<file path="src/rtl/spq_pkg.sv">
// Shared types and codes for the sorted-array priority queue.
// No dependencies; imported by spq_cell and sorted_array_priority_queue.
`default_nettype none

package spq_pkg;

  localparam int TAG_W     = 32;
  localparam int PRIO_W    = 16;
  localparam int KIND_W    = 2;
  localparam int STATUS_W  = 2;
  localparam int OCC_W     = 8;
  localparam int DEPTH_DEF = 128;

  typedef enum logic [KIND_W-1:0] {
    KIND_INSERT = 2'd0,
    KIND_REMOVE = 2'd1,
    KIND_PEEK   = 2'd2,
    KIND_NOP    = 2'd3
  } kind_t;

  typedef enum logic [STATUS_W-1:0] {
    ST_OK    = 2'd0,
    ST_EMPTY = 2'd1,
    ST_FULL  = 2'd2
  } status_t;

  // One stored entry as it moves between neighboring cells.
  typedef struct packed {
    logic              valid;
    logic [TAG_W-1:0]  tag;
    logic [PRIO_W-1:0] prio;
  } entry_t;

  // Operation broadcast to every cell in the row.
  typedef struct packed {
    logic ins;
    logic rem;
  } cell_ctl_t;

endpackage

`default_nettype wire

</file>
<file path="src/rtl/spq_cell.sv">
// One slot of the sorted row: holds an entry and trades it with its neighbors.
// Depends on spq_pkg for entry_t and cell_ctl_t.
`default_nettype none

module spq_cell (
  input  wire logic               clk,
  input  wire logic               rst_n,
  input  wire spq_pkg::cell_ctl_t ctl,
  input  wire spq_pkg::entry_t    new_entry,
  input  wire logic               take_left,
  input  wire spq_pkg::entry_t    left_entry,
  input  wire spq_pkg::entry_t    right_entry,
  output spq_pkg::entry_t         cur_entry,
  output logic                    take
);
  import spq_pkg::*;

  logic              valid_r, valid_nxt;
  logic [TAG_W-1:0]  tag_r, tag_nxt;
  logic [PRIO_W-1:0] prio_r, prio_nxt;

  assign cur_entry = '{valid: valid_r, tag: tag_r, prio: prio_r};

  // An empty slot ranks behind everything; ties stay ahead of the new entry.
  assign take = !valid_r || (new_entry.prio < prio_r);

  always_comb begin
    valid_nxt = valid_r;
    tag_nxt   = tag_r;
    prio_nxt  = prio_r;
    if (ctl.ins && take) begin
      if (take_left) begin
        valid_nxt = left_entry.valid;
        tag_nxt   = left_entry.tag;
        prio_nxt  = left_entry.prio;
      end else begin
        valid_nxt = new_entry.valid;
        tag_nxt   = new_entry.tag;
        prio_nxt  = new_entry.prio;
      end
    end else if (ctl.rem) begin
      valid_nxt = right_entry.valid;
      tag_nxt   = right_entry.tag;
      prio_nxt  = right_entry.prio;
    end
  end

  always_ff @(posedge clk) begin
    if (!rst_n) begin
      valid_r <= 1'b0;
    end else begin
      valid_r <= valid_nxt;
    end
  end

  always_ff @(posedge clk) begin
    tag_r  <= tag_nxt;
    prio_r <= prio_nxt;
  end

endmodule

`default_nettype wire

</file>
<file path="config.mk">
export PLATFORM = sky130hd
export DESIGN_NAME = spq_cell
export DESIGN_NICKNAME = d
export VERILOG_FILES = /design/src/rtl/spq_pkg.sv /design/src/rtl/spq_cell.sv
export SDC_FILE = /design/constraint.sdc
export NUM_CORES = 1
export LEC_CHECK = 0
export BUFFER_PORTS_ARGS = -buffer_cell sky130_fd_sc_hd__buf_2
export CORE_MARGIN = 3
export CORE_UTILIZATION = 45
export DETAILED_ROUTE_END_ITERATION = 12
export PLACE_DENSITY = 0.83
export SLEW_MARGIN = 10
export SYNTH_ARGS = -nofsm -noshare
export SYNTH_HDL_FRONTEND = slang
export SYNTH_SLANG_ARGS = --single-unit
</file>
<file path="constraint.sdc">
create_clock -name clk -period 5.15 [get_ports clk]
set_clock_uncertainty 0.05 [all_clocks]
set_input_delay 1.03 -clock clk [delete_from_list [all_inputs] [get_ports clk]]
set_output_delay 1.03 -clock clk [all_outputs]
set_load 0.01 [all_outputs]
</file>
==> results.yml <==
clock_network:
  cts_root_buffer: "clkbuf_8"
  cts_buffers: 5
  cts_hold_buf: 0
  cts_resized: 0
  cts_tree: "built"
  clk_pin_slew_ns: 0.09
  htree_levels: 2
  cts_setup_buffers: 0
  cts.sinks: 49
  max-clock-path-buffers: 2
  clk_latency_ns: 0.30
floorplan:
  start_util: 0.478
  die-area_um2: 8010
  die_w_um: 89.5
  core_um2: 6570
  die_h_um: 89.5
  ios: 202
  std_cell_rows: 29
placement:
  gp_congestion: 0.741
  post-place-cells: 510
  numPortBuffers: 201
  hpwl_um: 6730
setup_path:
  worstSetupStartpointType: "primary input"
  path_max_fanout: 3
  cp-end-kind: "output port"
  path_class: "primary input to output port"
  critical_path_required_ns: 4.07
  cp.arrival_ns: 2.46
global_route:
  grt_overflow: 0
  grt_pass1_wl_um: 12000
  grt_pass1_vias: 2645
  grt_max_degree: 50
  grt.total_usage: 0.200
  antenna_found_initial: 0
pwr:
  p_leak_nw: 2.03
  finalPower_mw: 1.20
  ir_worst_vdd_uv: 166
  powerDensity_nw_per_um2: 278
synthesis:
  synth_nets: 392
  syn_inst: 225
  synth_edf_count: 48
  yosys_register_bits: 49
  netlist_area_um2: 3140
  async_reset_ff_frac: 0
  postSynthAreaPerCell_um2: 14.0
  ys_types: 29
  yosysWarnings: 0
  synth_flop_cell: "edfxtp_1"
  yosysSeqAreaShare: 0.466
min_path:
  hp-class: "flip-flop to flip-flop"
finish:
  final_layout_size_suffix_gt1_frac: 0.732
  nets: 591
  n_antenna_cell: 0
  fill_cells: 518
  final_cells: 518
  area_delta_synth_final_pct: 36.8
routing:
  num_vias: 2559
  wl_um: 8270
  drt_pass1_iterations: 4
  ant_nets: 0
  wl_per_cell_um: 16.0
  post_drt_via_cell_ratio: 4.94
  route.detailed.drc: 0
  drtIter0Drc: 61
sta:
  setup_violations: 0
  fin_crit_ns: 3.54
  fin_hold_ws_ns: 0.660
  period_share: 0.687
  tns_ns: 0
  tightest_slew_ns: 1.11
  timing_hold_violations_final: 0
  fmax_mhz: 283
  rsz0062_at_grt: "no"
  slew_violations: 0
  slew_headroom: 0.258
flow_run:
  cap_violations: 0
status:
  status: "complete, no violations"
## where the power goes
part | internal [mW] | switching [mW] | total [mW]
registers | 0.531 | 0.0225 | 0.553
logic | 0.217 | 0.202 | 0.419
clock network | 0.0942 | 0.128 | 0.223
## final cells by class
type                            count  area (um2)  area share
Clock inverter                      3        17.5     0.00408
Multi-Input combinational cell    148        1550       0.360
Clock buffer                        5        68.8      0.0160
Sequential cell                    49        1460       0.340
Inverter                           17        63.8      0.0149
Timing Repair Buffer              203        1020       0.238
Tap cell                           93         116      0.0271
## synth_stat cells, drive strengths merged, types with 2 or more instances
cell    count  area (um2)
nor4        2        12.5
clkbuf      3        11.3
nand3       4        25.0
mux2i       2        20.0
nor3        4        25.0
inv        17        63.8
o211ai      2        15.0
mux2       96        1110
ha         15         188
buf         8        70.1
nand4       2        12.5
a21oi       4        20.0
edfxtp     48        1440
o21ai       3        15.0
nand2       8        30.0
## critical path, cell delays in order
cell     delay [ns]
buf_2          0.11
ha_1           0.31
nand4_1        0.17
nor3_2         0.28
nand3_2        0.14
a31o_2         0.27
buf_2          0.15
## cells in the final DEF, fill, tap and decap left out
cell,count
clkinv_2,1
a31o_2,1
nand2_2,1
clkinv_4,1
buf_4,2
a32oi_4,1
ha_1,15
o221ai_1,1
mux2_4,9
a2111o_1,1
nand2b_1,1
dfxtp_1,1
nor3_1,3
nor3_2,1
o21ai_0,3
nand3_1,3
mux2i_1,2
buf_2,201
o211ai_1,2
edfxtp_1,48
a21oi_1,4
clkbuf_8,5
mux2_2,87
nand3_2,1
inv_1,17
nor2_1,1
nand2_1,7
clkinv_1,1
nor4_1,2
nand4_1,2
## path summary, 6_finish.rpt
| check | start | endpoint | slack [ns] | cells past startpoint |
|---|---|---|---|---|
| max | new_entry[15] | take | 1.61 | 7 |
| max reg2reg | prio_r[14] | tag_r[3] | 2.26 | 8 |
| min reg2reg | valid_r | valid_r | 0.66 | 3 |
| min | valid_r | valid_r | 0.66 | 3 |
## state kept, by name, indices dropped and copies added (netlist names)
signal / flops
prio_r: 16
valid_r: 1
tag_r: 32
## cell families after synthesis
| kind of cell | after synthesis | synth area share |
|---|---|---|
| fa+ha+maj | 15 | 0.0598 |
| compound gates | 13 | 0.0303 |
| flops | 49 | 0.466 |
| buf+inv | 28 | 0.0462 |
| mux | 98 | 0.361 |
| simple gates | 22 | 0.0367 |
## stage by stage
step,worst slack [ns],util,instance area (um2)
after floorplan,1.30,-,3140
after global placement,1.51,0.641,4210
after detailed placement,1.46,0.641,4210
after CTS,1.61,0.654,4300
after global routing,1.54,0.654,4300
final,1.61,0.654,4300
## metal layers
layer,part of all wire,track usage,vias up
met5,0,0,-
met4,0.014,0.0622,0
met3,0.086,0.0645,10
met2,0.55,0.366,133
met1,0.35,0.219,1166
li1,-,-,1250
No activity file was read; power rests on OpenSTA's default activity.
